===== config.mk =====
export PLATFORM = sky130hd
export DESIGN_NAME = gregorian_date_add_days
export DESIGN_NICKNAME = d
export VERILOG_FILES = /design/src/rtl/gdad_pkg.sv /design/src/rtl/gregorian_date_add_days.sv
export VERILOG_INCLUDE_DIRS = /design/src /design/src/rtl
export SDC_FILE = /design/constraint.sdc
export NUM_CORES = 1
export LEC_CHECK = 0
export ABC_AREA = 1
export BUFFER_PORTS_ARGS = -buffer_cell sky130_fd_sc_hd__buf_2
export CAP_MARGIN = 20
export CORE_MARGIN = 2
export CORE_UTILIZATION = 35
export CTS_CLUSTER_DIAMETER = 150
export DETAILED_ROUTE_END_ITERATION = 7
export HOLD_SLACK_MARGIN = 0.03
export MAX_ROUTING_LAYER = met4
export PLACE_DENSITY_LB_ADDON = 0.08
export RECOVER_POWER = 100
export SYNTH_ARGS = -nofsm -noshare
export SYNTH_HDL_FRONTEND = slang
export SYNTH_SLANG_ARGS = --single-unit

===== constraint.sdc =====
create_clock -name clk -period 9.2 [get_ports clk]
set_input_delay 0.92 -clock clk [delete_from_list [all_inputs] [get_ports clk]]
set_output_delay 0.92 -clock clk [all_outputs]
set_load 0.05 [all_outputs]

===== src/rtl/gregorian_date_add_days_assert.svh =====
// Assertion macros for the date adder
`ifndef GREGORIAN_DATE_ADD_DAYS_ASSERT_SVH
`define GREGORIAN_DATE_ADD_DAYS_ASSERT_SVH

`ifndef ASSERT_OFF
// clocked check, masked while reset is held
`define GDAD_ASSERT(lbl, prop) \
  lbl: assert property (@(posedge clk) disable iff (!rst_n) prop) \
    else $error("gdad assertion failed");
// clocked check that also covers the reset cycles
`define GDAD_ASSERT_RST(lbl, prop) \
  lbl: assert property (@(posedge clk) prop) \
    else $error("gdad reset assertion failed");
`else
`define GDAD_ASSERT(lbl, prop)
`define GDAD_ASSERT_RST(lbl, prop)
`endif

`endif


===== src/rtl/gdad_pkg.sv =====
`default_nettype none

package gdad_pkg;

  localparam int YEAR_BITS  = 16;
  localparam int COUNT_BITS = 16;
  localparam int SWEEP_W    = $clog2(YEAR_BITS);
  localparam int R400_W     = 9;
  localparam int LEAP_CYCLE = 400;
  localparam int IN_W       = 48;
  localparam int OUT_W      = 32;

  localparam logic [3:0] MONTH_JAN = 4'd1;
  localparam logic [3:0] MONTH_FEB = 4'd2;
  localparam logic [3:0] MONTH_APR = 4'd4;
  localparam logic [3:0] MONTH_JUN = 4'd6;
  localparam logic [3:0] MONTH_SEP = 4'd9;
  localparam logic [3:0] MONTH_NOV = 4'd11;
  localparam logic [3:0] MONTH_DEC = 4'd12;

  typedef logic [2:0] upc_t;

  typedef enum logic [2:0] {
    OP_NOP,
    OP_WAIT,
    OP_SWEEP,
    OP_CHECK,
    OP_ADV,
    OP_EMIT
  } uop_t;

  typedef enum logic [2:0] {
    COND_ALWAYS,
    COND_NO_INPUT,
    COND_SWEEP_MORE,
    COND_BAD_DATE,
    COND_ADV_MORE,
    COND_OUT_FULL
  } ucond_t;

  typedef struct packed {
    uop_t   op;
    ucond_t cond;
    upc_t   target;
  } uword_t;

  localparam upc_t STEP_WAIT  = 3'd0;
  localparam upc_t STEP_SWEEP = 3'd1;
  localparam upc_t STEP_CHECK = 3'd2;
  localparam upc_t STEP_ADV   = 3'd3;
  localparam upc_t STEP_EMIT  = 3'd4;
  localparam upc_t STEP_BACK  = 3'd5;

  // microprogram: jump to target when the condition holds, else fall through
  function automatic uword_t ucode_rom(input upc_t pc);
    uword_t w;
    unique case (pc)
      STEP_WAIT:  w = '{op: OP_WAIT,  cond: COND_NO_INPUT,   target: STEP_WAIT};
      STEP_SWEEP: w = '{op: OP_SWEEP, cond: COND_SWEEP_MORE, target: STEP_SWEEP};
      STEP_CHECK: w = '{op: OP_CHECK, cond: COND_BAD_DATE,   target: STEP_EMIT};
      STEP_ADV:   w = '{op: OP_ADV,   cond: COND_ADV_MORE,   target: STEP_ADV};
      STEP_EMIT:  w = '{op: OP_EMIT,  cond: COND_OUT_FULL,   target: STEP_EMIT};
      default:    w = '{op: OP_NOP,   cond: COND_ALWAYS,     target: STEP_WAIT};
    endcase
    return w;
  endfunction

  // leap test from year mod 400 and the two low year bits
  function automatic logic is_leap(input logic [R400_W-1:0] r400, input logic [1:0] ylo);
    logic cent;
    cent = (r400 == 9'd100) || (r400 == 9'd200) || (r400 == 9'd300);
    return (r400 == '0) || ((ylo == 2'b00) && !cent);
  endfunction

  function automatic logic [4:0] month_len(input logic [3:0] m, input logic leap);
    logic [4:0] len;
    case (m) inside
      MONTH_APR, MONTH_JUN, MONTH_SEP, MONTH_NOV: len = 5'd30;
      MONTH_FEB: len = leap ? 5'd29 : 5'd28;
      default:   len = 5'd31;
    endcase
    return len;
  endfunction

endpackage

`default_nettype wire


===== src/rtl/gregorian_date_add_days.sv =====
// Gregorian date adder.
// Input stream (in_*): one transfer carries a start date and a day count.
// Output stream (out_*): one transfer per input with the resulting date and
// the valid and year-overflow flags. An invalid start date comes back
// unchanged with date_valid low.
// Each item is run by a six-step microprogram: take the transfer, form the
// year mod 400 for the leap test by sweeping the year bits one per step,
// check the date (an invalid one goes straight to output), advance one
// month per step until the remaining count fits in the current month and
// add it to the day, move the result into the output register and return
// to idle. Only one item is in work at a time.
// The output register parts the two sides: a new item is taken while a
// result waits; a stalled receiver holds the sequencer at the output step
// only once the next result is ready.
// Reset (synchronous, active low) returns the sequencer to idle and drops
// out_tvalid.
`default_nettype none
`include "gregorian_date_add_days_assert.svh"

module gregorian_date_add_days
  import gdad_pkg::*;
(
  input  wire logic             clk,
  input  wire logic             rst_n,
  input  wire logic             in_tvalid,
  output logic                  in_tready,
  // day_in[4:0], month_in[8:5], year_in[24:9], days_to_add[40:25], zero fill
  input  wire logic [IN_W-1:0]  in_tdata,
  output logic                  out_tvalid,
  input  wire logic             out_tready,
  // day_out[4:0], month_out[8:5], year_out[24:9], date_valid[25],
  // year_overflow[26], zero fill
  output logic [OUT_W-1:0]      out_tdata
);

  upc_t                  pc_r, pc_nxt;
  uword_t                uw;
  logic                  cond_hit;

  logic [4:0]            day_r, day_nxt;
  logic [3:0]            month_r, month_nxt;
  logic [YEAR_BITS-1:0]  year_r, year_nxt;
  logic [YEAR_BITS-1:0]  sh_r, sh_nxt;
  logic [SWEEP_W-1:0]    cnt_r, cnt_nxt;
  logic [R400_W-1:0]     r400_r, r400_nxt;
  logic [COUNT_BITS-1:0] rem_r, rem_nxt;
  logic                  valid_r, valid_nxt;
  logic                  wrap_r, wrap_nxt;

  logic                  out_valid_r, out_valid_nxt;
  logic [4:0]            out_day_r, out_day_nxt;
  logic [3:0]            out_month_r, out_month_nxt;
  logic [YEAR_BITS-1:0]  out_year_r, out_year_nxt;
  logic                  out_dv_r, out_dv_nxt;
  logic                  out_ovf_r, out_ovf_nxt;

  logic                  in_xfer;
  logic                  out_full;
  logic [4:0]            cur_len;
  logic [4:0]            left;
  logic                  fits;
  logic                  date_ok;
  logic [R400_W:0]       r400_sh;
  logic [R400_W:0]       r400_red;

  assign uw       = ucode_rom(pc_r);
  assign in_xfer  = in_tvalid && in_tready;
  assign out_full = out_valid_r && !out_tready;

  assign cur_len  = month_len(month_r, is_leap(r400_r, year_r[1:0]));
  assign left     = cur_len - day_r;
  assign fits     = rem_r <= COUNT_BITS'(left);
  assign date_ok  = (month_r >= MONTH_JAN) && (month_r <= MONTH_DEC) &&
                    (day_r != 5'd0) && (day_r <= cur_len);
  assign r400_sh  = {r400_r, sh_r[YEAR_BITS-1]};
  assign r400_red = (r400_sh >= (R400_W+1)'(LEAP_CYCLE)) ?
                    r400_sh - (R400_W+1)'(LEAP_CYCLE) : r400_sh;

  always_comb begin
    case (uw.cond)
      COND_ALWAYS:     cond_hit = 1'b1;
      COND_NO_INPUT:   cond_hit = !in_xfer;
      COND_SWEEP_MORE: cond_hit = cnt_r != '0;
      COND_BAD_DATE:   cond_hit = !date_ok;
      COND_ADV_MORE:   cond_hit = !fits;
      COND_OUT_FULL:   cond_hit = out_full;
      default:         cond_hit = 1'b1;
    endcase
    pc_nxt = cond_hit ? uw.target : pc_r + upc_t'(1);
  end

  assign in_tready = uw.op == OP_WAIT;

  always_comb begin
    day_nxt       = day_r;
    month_nxt     = month_r;
    year_nxt      = year_r;
    sh_nxt        = sh_r;
    cnt_nxt       = cnt_r;
    r400_nxt      = r400_r;
    rem_nxt       = rem_r;
    valid_nxt     = valid_r;
    wrap_nxt      = wrap_r;
    out_day_nxt   = out_day_r;
    out_month_nxt = out_month_r;
    out_year_nxt  = out_year_r;
    out_dv_nxt    = out_dv_r;
    out_ovf_nxt   = out_ovf_r;
    out_valid_nxt = out_full;
    unique case (uw.op)
      OP_WAIT: begin
        if (in_xfer) begin
          day_nxt   = in_tdata[4:0];
          month_nxt = in_tdata[8:5];
          year_nxt  = YEAR_BITS'(in_tdata[24:9]);
          sh_nxt    = YEAR_BITS'(in_tdata[24:9]);
          rem_nxt   = COUNT_BITS'(in_tdata[40:25]);
          cnt_nxt   = SWEEP_W'(YEAR_BITS - 1);
          r400_nxt  = '0;
          valid_nxt = 1'b0;
          wrap_nxt  = 1'b0;
        end
      end
      OP_SWEEP: begin
        r400_nxt = r400_red[R400_W-1:0];
        sh_nxt   = {sh_r[YEAR_BITS-2:0], 1'b0};
        cnt_nxt  = cnt_r - SWEEP_W'(1);
      end
      OP_CHECK: begin
        valid_nxt = date_ok;
      end
      OP_ADV: begin
        if (fits) begin
          day_nxt = day_r + rem_r[4:0];
          rem_nxt = '0;
        end else begin
          rem_nxt = rem_r - COUNT_BITS'(left) - COUNT_BITS'(1);
          day_nxt = 5'd1;
          if (month_r == MONTH_DEC) begin
            month_nxt = MONTH_JAN;
            if (year_r == '1) begin
              year_nxt = '0;
              r400_nxt = '0;
              wrap_nxt = 1'b1;
            end else begin
              year_nxt = year_r + YEAR_BITS'(1);
              r400_nxt = (r400_r == R400_W'(LEAP_CYCLE - 1)) ? '0 : r400_r + R400_W'(1);
            end
          end else begin
            month_nxt = month_r + 4'd1;
          end
        end
      end
      OP_EMIT: begin
        if (!out_full) begin
          out_valid_nxt = 1'b1;
          out_day_nxt   = day_r;
          out_month_nxt = month_r;
          out_year_nxt  = year_r;
          out_dv_nxt    = valid_r;
          out_ovf_nxt   = wrap_r;
        end
      end
      default: begin
      end
    endcase
  end

  always_ff @(posedge clk) begin
    if (!rst_n) begin
      pc_r        <= STEP_WAIT;
      out_valid_r <= 1'b0;
    end else begin
      pc_r        <= pc_nxt;
      out_valid_r <= out_valid_nxt;
    end
  end

  always_ff @(posedge clk) begin
    day_r       <= day_nxt;
    month_r     <= month_nxt;
    year_r      <= year_nxt;
    sh_r        <= sh_nxt;
    cnt_r       <= cnt_nxt;
    r400_r      <= r400_nxt;
    rem_r       <= rem_nxt;
    valid_r     <= valid_nxt;
    wrap_r      <= wrap_nxt;
    out_day_r   <= out_day_nxt;
    out_month_r <= out_month_nxt;
    out_year_r  <= out_year_nxt;
    out_dv_r    <= out_dv_nxt;
    out_ovf_r   <= out_ovf_nxt;
  end

  assign out_tvalid = out_valid_r;
  assign out_tdata  = {5'b0, out_ovf_r, out_dv_r, 16'(out_year_r), out_month_r, out_day_r};

  `GDAD_ASSERT_RST(a_reset_idle, !rst_n |=> (pc_r == STEP_WAIT) && !out_tvalid)
  `GDAD_ASSERT(a_leave_idle, in_tvalid && in_tready |=> pc_r == STEP_SWEEP)
  `GDAD_ASSERT(a_adv_date_ok, (uw.op == OP_ADV) |-> date_ok && valid_r)
  `GDAD_ASSERT(a_r400_range, (uw.op == OP_ADV) |-> r400_r < R400_W'(LEAP_CYCLE))
  `GDAD_ASSERT(a_wrap_needs_valid, (uw.op == OP_EMIT) && wrap_r |-> valid_r)

endmodule

`default_nettype wire

==> results of run 1 <==
-- state kept, by name (all words and copies together), names as in the netlist --
register / flops
out_ovf_r: 1
out_year_r: 16
year_r: 16
out_month_r: 4
sh_r: 16
rem_r: 16
out_day_r: 5
cnt_r: 4
wrap_r: 1
r400_r: 9
out_dv_r: 1
out_tvalid: 1
day_r: 5
valid_r: 1
pc_r: 3
month_r: 4
-- routing by layer --
metal | routed length, µm | vias up
met5 | 0 | -
met4 | 314 | 0
met3 | 559 | 15
met2 | 6800 | 121
met1 | 6340 | 2152
li1 | - | 2390
-- cells by family (layout without fill, tap and decap cells) --
logic type | after synthesis | after routing
simple gates | 345 | 345
fa+ha+maj | 34 | 34
xor+xnor | 27 | 27
buf+inv | 95 | 171
compound gates | 72 | 72
flops | 103 | 103
other cells | 1 | 5
-- power breakdown --
part           internal (W)  switching [W]  leakage (nW)
clock network      0.000243       0.000185         0.160
logic              0.000286       0.000670          1.83
registers          0.000768       0.000129         0.962
total               0.00130       0.000985          2.95
-- synthesized netlist by cell type (all sizes together) (2+ instances only) --
master / instances / area [µm²]
nor3: 10 / 50.1
o22ai: 3 / 18.8
dfxtp: 4 / 80.1
nor2: 65 / 275
edfxtp: 99 / 2970
o21bai: 2 / 15.0
or2: 3 / 21.3
a21oi: 15 / 86.3
xnor2: 12 / 105
xor2: 15 / 131
nand3: 40 / 223
buf: 15 / 121
fa: 3 / 60.1
ha: 31 / 388
nor4: 5 / 31.3
nand4: 13 / 81.3
inv: 76 / 285
nand2: 209 / 802
o21ai: 42 / 218
clkbuf: 4 / 15.0
o211ai: 3 / 22.5
-- cell usage in the layout (no fill, tap or decap), drive strengths merged --
cell type / count
a21boi: 1
a21o: 1
a21oi: 15
a22o: 1
a31oi: 1
buf: 44
bufinv: 2
clkbuf: 44
clkinv: 1
conb: 5
dfxtp: 4
edfxtp: 99
fa: 3
ha: 31
inv: 80
nand2: 209
nand3: 40
nand4: 13
nor2: 65
nor3: 10
nor4: 5
o2111ai: 1
o211ai: 3
o21ai: 42
o21bai: 2
o22a: 1
o22ai: 3
o31ai: 1
or2: 3
xnor2: 12
xor2: 15
-- final cells by class --
type	count	area share
inverter	76	0.0414
clock inverter	7	0.0147
timing repair buffer	79	0.0511
sequential	103	0.443
multi-input combinational	483	0.376
clock buffer	9	0.0327
tap	225	0.0409
-- metrics by stage --
step | std cells | power, W | hold WS, ns | util
6_report | 982 | 0.00228 | 0.425 | 0.402
5_1_grt | 982 | 0.00246 | 0.436 | 0.402
4_1_cts | 982 | 0.00233 | 0.427 | 0.407
3_5_place_dp | 966 | 0.00189 | 0.407 | 0.388
3_3_place_gp | 966 | 0.00188 | 0.402 | 0.388
2_1_floorplan | 681 | 0.00163 | 0.400 | -
-- path summary, 6_finish.rpt --
| check | startpoint | end | slack (ns) | cells past startpoint |
|---|---|---|---|---|
| setup / recovery | r400_r[3] | year_r[2] | 4.54 | 21 |
| hold / removal | wrap_r | out_ovf_r | 0.42 | 0 |
| setup reg to reg | r400_r[3] | year_r[2] | 4.54 | 21 |
| hold reg to reg | wrap_r | out_ovf_r | 0.42 | 0 |
==> impl_metrics.env, run 1 <==
export IMPL_detailed_place_hpwl_um=10200
export IMPL_yosysSeqAreaShare=0.504
export IMPL_synth_compound_area_frac=0.0685
export IMPL_synthArstFlopShare=0
export IMPL_place_congestion=0.875
export IMPL_finalMaxSlewViolations=74
export IMPL_cts_tree="done"
export IMPL_antenna_cells=0
export IMPL_crit_chain="inv_1 > nand4_1 > nor3_1 > o21ai_0 > nand3_1 > nand2_1 > o21ai_0 > ha_1 > fa_1 > ha_1 > inv_1 > o21bai_1 > nand2_1 > nand2_1 > nand2_1 > nand3_1 > nand2_1 > nand2_1 > nand2_1 > nor2_1 > clkbuf_1"
export IMPL_post_cts_buffers=0
export IMPL_cp_data_required_time_ns=9.17
export IMPL_ys_types=42
export IMPL_critPathMostFrequentCell="nand2_1"
export IMPL_initial_core_util=0.354
export IMPL_power_leakage_nw=2.95
export IMPL_antenna_found_initial=0
export IMPL_area_growth_pct=13.6
export IMPL_synth_edf_count=99
export IMPL_ir_worst_vdd_uv=116
export IMPL_finalHoldViolCount=0
export IMPL_drive_gt1_frac=0.0978
export IMPL_pre_cts_ws_ns=4.71
export IMPL_grt_max_degree=47
export IMPL_crit_type="reg2reg"
export IMPL_core_area_mm2=0.0171
export IMPL_clock_root_buffer="clkbuf_16"
export IMPL_status="complete, but fails checks"
export IMPL_grt_overflow=0
export IMPL_numCtsBuffers=9
export IMPL_rsz0062_at_grt="false"
export IMPL_drt_pass1_iter_count=7
export IMPL_io_buffer_count=73
export IMPL_grt_use_total=0.162
export IMPL_die_area_mm2=0.0184
export IMPL_cts_resized=0
export IMPL_critPathTopFamily="simple AND/OR/NAND/NOR gates"
export IMPL_drt_iter0_markers=292
export IMPL_synth_top_family_by_area="simple AND/OR/NAND/NOR gates"
export IMPL_num_rows=48
export IMPL_die_w_um=136
export IMPL_die_h_um=136
export IMPL_synthMuxAreaShare=0
export IMPL_setup_viol=0
export IMPL_min_path_type="reg2reg"
export IMPL_synth_xor_area_share=0.0390
export IMPL_netlist_instances=677
export IMPL_multi_input_area_mm2=0.00259
export IMPL_ant_nets=0
export IMPL_fin_nets=838
export IMPL_p_per_area_mw_per_mm2=331
export IMPL_post_route_period_util=0.506
export IMPL_cts_num_sinks=103
export IMPL_cts_hold_buf=0
export IMPL_register_area_mm2=0.00305
export IMPL_relSlewSlack=-0.461
export IMPL_grt_use_met2=0.273
export IMPL_maxCapViolCount=2
export IMPL_start_kind="register"
export IMPL_synthAdderAreaFrac=0.0739
export IMPL_endpoint_kind="register"
export IMPL_fin_crit_ns=4.66
export IMPL_skew_ns=0.00821
export IMPL_synth_simple_gate_area_frac=0.245
export IMPL_violations="max-capacitance violations, max-slew violations"
export IMPL_ios=86
export IMPL_grt_met3_usage=0.0221
export IMPL_clock_path_buffers=2
export IMPL_wire_per_inst_um=14.3
export IMPL_wl_um=14000
export IMPL_ys_ff_latch=103
export IMPL_clkSlewWorstSetupHoldPaths_ns=0.08
export IMPL_post_drt_via_cell_ratio=4.76
export IMPL_grt_first_pass_wirelength_um=22700
export IMPL_stdcell_area_mm2=0.00689
export IMPL_placed_cell_area_mm2=0.00664
export IMPL_arrival_ns=4.63
export IMPL_grt_use_met1=0.197
export IMPL_final_setup_tns_ns=0
export IMPL_drc=0
export IMPL_insertion_delay_ns=0.35
export IMPL_avgSynthCellArea_um2=8.95
export IMPL_max_stage_delay_ns=0.74
export IMPL_syn_area_mm2=0.00606
export IMPL_fin_ws_ns=4.54
export IMPL_worstMarginPinSlew_ns=2.19
export IMPL_grt_pass1_vias=4614
export IMPL_worst_path_max_fanout=16
export IMPL_fmax_mhz=215
export IMPL_ys_warn_count=0
export IMPL_grt_busiest_layer="met2"
export IMPL_cp_slowest_cell="clkbuf_1"
export IMPL_htree_num_levels=3
export IMPL_synth_ff_type="edfxtp_1"
export IMPL_fill_cells=1746
export IMPL_crit_buf_inv=3
export IMPL_via_count=4678
No activity file was read; power rests on OpenSTA's default activity.
==> inputs of run 2 (changes only) <==
==> constraint.sdc (replaced) <==
create_clock -name clk -period 4.7 [get_ports clk]
set_input_delay 0.47 -clock clk [delete_from_list [all_inputs] [get_ports clk]]
set_output_delay 0.47 -clock clk [all_outputs]
set_load 0.05 [all_outputs]
==> impl_metrics.env, run 2 (same netlist as run 1, synthesis figures left out) <==
export IMPL_drive_gt1_frac=0.104
export IMPL_post_route_period_util=0.901
export IMPL_cts_resized=0
export IMPL_io_buffer_count=73
export IMPL_detailed_place_hpwl_um=10200
export IMPL_min_path_type="in2reg"
export IMPL_wl_um=14000
export IMPL_ant_nets=0
export IMPL_p_per_area_mw_per_mm2=635
export IMPL_grt_max_degree=47
export IMPL_via_count=4622
export IMPL_start_kind="register"
export IMPL_die_area_mm2=0.0184
export IMPL_power_leakage_nw=2.94
export IMPL_skew_ns=0.00997
export IMPL_fmax_mhz=236
export IMPL_layout_common_cells="nand2_1 (208), edfxtp_1 (99), inv_1 (75)"
export IMPL_endpoint_kind="register"
export IMPL_hold_path_depth=3
export IMPL_core_area_mm2=0.0171
export IMPL_die_w_um=136
export IMPL_cts_tree="done"
export IMPL_clock_root_buffer="clkbuf_16"
export IMPL_antenna_found_initial=0
export IMPL_fin_crit_ns=4.23
export IMPL_fin_nets=840
export IMPL_worstRegToRegCells=21
export IMPL_finalHoldViolCount=0
export IMPL_drt_pass1_iter_count=4
export IMPL_ir_worst_vdd_uv=202
export IMPL_violations="max-capacitance violations, max-slew violations"
export IMPL_arrival_ns=4.26
export IMPL_post_drt_via_cell_ratio=4.70
export IMPL_numCtsBuffers=9
export IMPL_cp_data_required_time_ns=4.73
export IMPL_insertion_delay_ns=0.35
export IMPL_num_rows=48
export IMPL_grt_overflow=0
export IMPL_clock_path_buffers=2
export IMPL_crit_type="reg2reg"
export IMPL_drc=0
export IMPL_layout_commonest_cell="nand2_1"
export IMPL_post_cts_buffers=0
export IMPL_place_congestion=0.903
export IMPL_area_growth_pct=13.0
export IMPL_final_setup_tns_ns=0
export IMPL_fin_cells=984
export IMPL_drt_iter0_markers=293
export IMPL_clkSlewWorstSetupHoldPaths_ns=0.07
export IMPL_ios=86
export IMPL_htree_num_levels=3
export IMPL_die_h_um=136
export IMPL_maxCapViolCount=2
export IMPL_wire_per_inst_um=14.2
export IMPL_worstMarginPinSlew_ns=2.34
export IMPL_relSlewSlack=-0.562
export IMPL_grt_pass1_vias=4580
export IMPL_cts_num_sinks=103
export IMPL_setup_viol=0
export IMPL_worst_path_max_fanout=16
export IMPL_grt_use_total=0.160
export IMPL_placedCellCount=968
export IMPL_status="complete, but fails checks"
export IMPL_finalMaxSlewViolations=75
export IMPL_cts_hold_buf=0
export IMPL_grt_first_pass_wirelength_um=22500
export IMPL_antenna_cells=0
export IMPL_rsz0062_at_grt="false"
export IMPL_initial_core_util=0.354
==> run 2: cell count changes in the layout (fill, tap and decap cells not counted), moves of 2 or more <==
| cell | before | now |
|---|---|---|
| buf_4 | 0 | 2 |
| bufinv_16 | 2 | 0 |
| clkbuf_1 | 35 | 33 |
| clkinv_2 | 0 | 2 |
| nor2_1 | 59 | 57 |
| nor2_2 | 5 | 7 |
==> run 2: final timing paths <==
check | from | end | slack (ns)
worst min register to register | wrap_r | out_ovf_r | 0.43
worst max register to register | r400_r[3] | year_r[1] | 0.47
worst min-delay path | rst_n | pc_r[0] | 0.38
worst max-delay path | r400_r[3] | year_r[1] | 0.47
==> run 2: cell type report <==
type	count	area, µm²
fillers	1758	10300
flip-flops and latches	103	3050
multi-input cells	483	2580
repair buffers	81	372
inverters	76	285
well taps	225	282
clock buffers	9	225
clock inverters	7	47.5
==> run 2: power breakdown <==
| part | switching (W) | total [W] | internal (W) |
|---|---|---|---|
| Clock | 0.000357 | 0.000719 | 0.000361 |
| Combinational | 0.00130 | 0.00188 | 0.000573 |
| Sequential | 0.000257 | 0.00176 | 0.00150 |
| Total | 0.00192 | 0.00435 | 0.00243 |
==> run 2: per-layer routing <==
layer	global-route usage	vias to the layer above	wire length, µm
met5	-	-	0
met4	0.0509	0	81
met3	0.0224	4	432
met2	0.270	80	6950
met1	0.200	2150	6520
li1	-	2388	-
==> run 2: through the flow <==
stage | total power [W] | setup WS (ns) | util | hold WS (ns) | instance area, µm²
global route | 0.00471 | 0.0628 | 0.400 | 0.372 | 6850
finish | 0.00435 | 0.467 | 0.400 | 0.376 | 6850
floorplan | 0.00319 | 0.766 | - | 0.400 | 6080
global placement | 0.00369 | 0.622 | 0.389 | 0.401 | 6650
detailed placement | 0.00371 | 0.545 | 0.389 | 0.411 | 6650
CTS | 0.00445 | 0.521 | 0.404 | 0.362 | 6920
==> run 2: critical path: stages, from the launching register on <==
cell      delay [ns]
edfxtp_1        0.47
inv_1           0.24
nand4_1         0.15
nor3_1          0.15
o21ai_0         0.13
nand3_1         0.12
nand2_1         0.05
o21ai_0         0.24
ha_1            0.22
fa_1            0.47
ha_1            0.36
inv_1           0.05
o21bai_1        0.12
nand2_1         0.06
nand2_1         0.05
nand2_1         0.04
nand3_1         0.08
nand2_1         0.07
nand2_1         0.21
nand2_1         0.17
nor2_1          0.12
clkbuf_4        0.31
==> inputs of run 3 (changes only) <==
--- a/config.mk
+++ b/config.mk
@@ -13,6 +13,7 @@
 export CORE_UTILIZATION = 35
 export CTS_CLUSTER_DIAMETER = 150
 export DETAILED_ROUTE_END_ITERATION = 7
+export GPL_ROUTABILITY_DRIVEN = 0
 export HOLD_SLACK_MARGIN = 0.03
 export MAX_ROUTING_LAYER = met4
 export PLACE_DENSITY_LB_ADDON = 0.08
==> constraint.sdc (replaced) <==
create_clock -name clk -period 3.8 [get_ports clk]
set_input_delay 0.38 -clock clk [delete_from_list [all_inputs] [get_ports clk]]
set_output_delay 0.38 -clock clk [all_outputs]
set_load 0.005 [all_outputs]
==> impl_metrics.env, run 3 (same netlist as run 1, synthesis figures left out) <==
export IMPL_crit_buf_inv=4
export IMPL_status="complete, but fails checks"
export IMPL_numCtsBuffers=9
export IMPL_grt_pass1_vias=4684
export IMPL_skew_ns=0.0105
export IMPL_clkPwrFrac=0.175
export IMPL_crit_chain="inv_2 > ha_2 > inv_1 > nor2_1 > nand4_1 > nor2_1 > o21ai_2 > ha_1 > fa_2 > xor2_1 > ha_1 > nand2_2 > inv_1 > nand2_1 > nand2_1 > nand2_1 > nand3_1 > nand2_2 > nand2_4 > nand2_4 > nor2_4 > clkbuf_16"
export IMPL_worstMarginPinSlew_ns=1.58
export IMPL_setup_viol=0
export IMPL_grt_first_pass_wirelength_um=23000
export IMPL_critPathMostFrequentCell="nand2_1"
export IMPL_cts_num_sinks=103
export IMPL_detailed_place_hpwl_um=10500
export IMPL_max_stage_delay_ns=0.44
export IMPL_initial_core_util=0.354
export IMPL_htree_num_levels=3
export IMPL_critPathTopFamily="simple AND/OR/NAND/NOR gates"
export IMPL_die_w_um=136
export IMPL_p_comb_frac=0.430
export IMPL_fin_crit_ns=3.58
export IMPL_drt_iter0_markers=221
export IMPL_die_h_um=136
export IMPL_post_drt_via_cell_ratio=4.71
export IMPL_maxCapViolCount=1
export IMPL_via_count=4733
export IMPL_insertion_delay_ns=0.36
export IMPL_violations="max-capacitance violations, max-slew violations"
export IMPL_num_rows=48
export IMPL_power_leakage_nw=3.11
export IMPL_fmax_mhz=279
export IMPL_antenna_found_initial=0
export IMPL_relSlewSlack=-0.0565
export IMPL_die_area_mm2=0.0184
export IMPL_grt_use_met2=0.278
export IMPL_p_seq_frac=0.395
export IMPL_p_per_area_mw_per_mm2=768
export IMPL_cts_tree="done"
export IMPL_antenna_cells=0
export IMPL_p_switching_w=0.00221
export IMPL_start_kind="register"
export IMPL_finalHoldViolCount=0
export IMPL_crit_type="reg2reg"
export IMPL_wire_per_inst_um=14.1
export IMPL_fin_nets=861
export IMPL_layout_commonest_cell="nand2_1"
export IMPL_clock_root_buffer="clkbuf_16"
export IMPL_cp_slowest_cell="edfxtp_1"
export IMPL_grt_busiest_layer="met2"
export IMPL_wl_um=14200
export IMPL_cp_data_required_time_ns=3.88
export IMPL_worst_path_max_fanout=8
export IMPL_drc=0
export IMPL_grt_use_met1=0.200
export IMPL_internal_power_w=0.00327
export IMPL_area_growth_pct=17.5
export IMPL_ir_worst_vdd_uv=305
export IMPL_placedCellCount=985
export IMPL_io_buffer_count=73
export IMPL_grt_use_total=0.165
export IMPL_finalPower_w=0.00547
export IMPL_clock_path_buffers=2
export IMPL_finalMaxSlewViolations=28
export IMPL_grt_max_degree=29
export IMPL_clkSlewWorstSetupHoldPaths_ns=0.07
export IMPL_min_path_type="in2reg"
export IMPL_stdcell_area_mm2=0.00713
export IMPL_grt_met3_usage=0.0262
export IMPL_ios=86
export IMPL_fin_cells=1005
export IMPL_fin_ws_ns=0.218
export IMPL_core_area_mm2=0.0171
export IMPL_placed_cell_area_mm2=0.00679
export IMPL_drt_pass1_iter_count=4
export IMPL_endpoint_kind="register"
export IMPL_layout_common_cells="nand2_1 (204), edfxtp_1 (99), inv_1 (71)"
export IMPL_arrival_ns=3.66
export IMPL_post_route_period_util=0.943
export IMPL_p_sw_frac=0.403
export IMPL_cts_hold_buf=0
export IMPL_ant_nets=0
export IMPL_pre_cts_ws_ns=0.0997
export IMPL_drive_gt1_frac=0.168
export IMPL_grt_overflow=0
## run 3: area by class of cell
cell class	instances	area, µm²
inverter	76	285
fill	1769	9990
sequential	103	3050
timing repair buffer	102	559
multi-input combinational	483	2650
tap	225	282
clock buffer	11	233
clock inverter	5	65.1
## run 3: tightest hold or removal path: cells and delay by family
kind / cells / cell delay, ns
buffers and inverters: 1 / 0.12
and+or+nand+nor: 2 / 0.09
## run 3: per-layer routing
layer	vias up	part of all wire
met5	-	0
met3	14	0.033
met4	0	0.015
met1	2189	0.46
met2	90	0.49
li1	2440	-
## run 3: power by group through the flow
stage | logic [W] | registers (W) | clock network [W]
after floorplan | 0.00159 | 0.00211 | 0
after global placement | 0.00231 | 0.00216 | 0
after detailed placement | 0.00233 | 0.00217 | 0
after CTS | 0.00234 | 0.00215 | 0.000995
after global routing | 0.00270 | 0.00221 | 0.00103
final | 0.00235 | 0.00216 | 0.000957
## run 3: final timing paths
path / from / slack [ns] / cells after the start / end
max: r400_r[0] / 0.22 / 22 / year_r[7]
min: rst_n / 0.28 / 3 / pc_r[0]
max reg2reg: r400_r[0] / 0.22 / 22 / year_r[7]
min reg2reg: valid_r / 0.43 / 0 / out_dv_r
## run 3: stage by stage
stage                     setup TNS (ns)  utilization  hold slack [ns]
final                                  0        0.416            0.277
after global routing              -0.155        0.416            0.286
after CTS                              0        0.414            0.267
after detailed placement               0        0.397            0.426
after global placement                 0        0.397            0.402
after floorplan                        0            -            0.400
## run 3: what timing repair did
| action | CTS | global route |
|---|---|---|
| endpoints found under the hold margin | 0 | 0 |
| endpoints found under the setup margin | 0 | 53 |
| resized for setup | 0 | 22 |
| setup buffers | 0 | 3 |
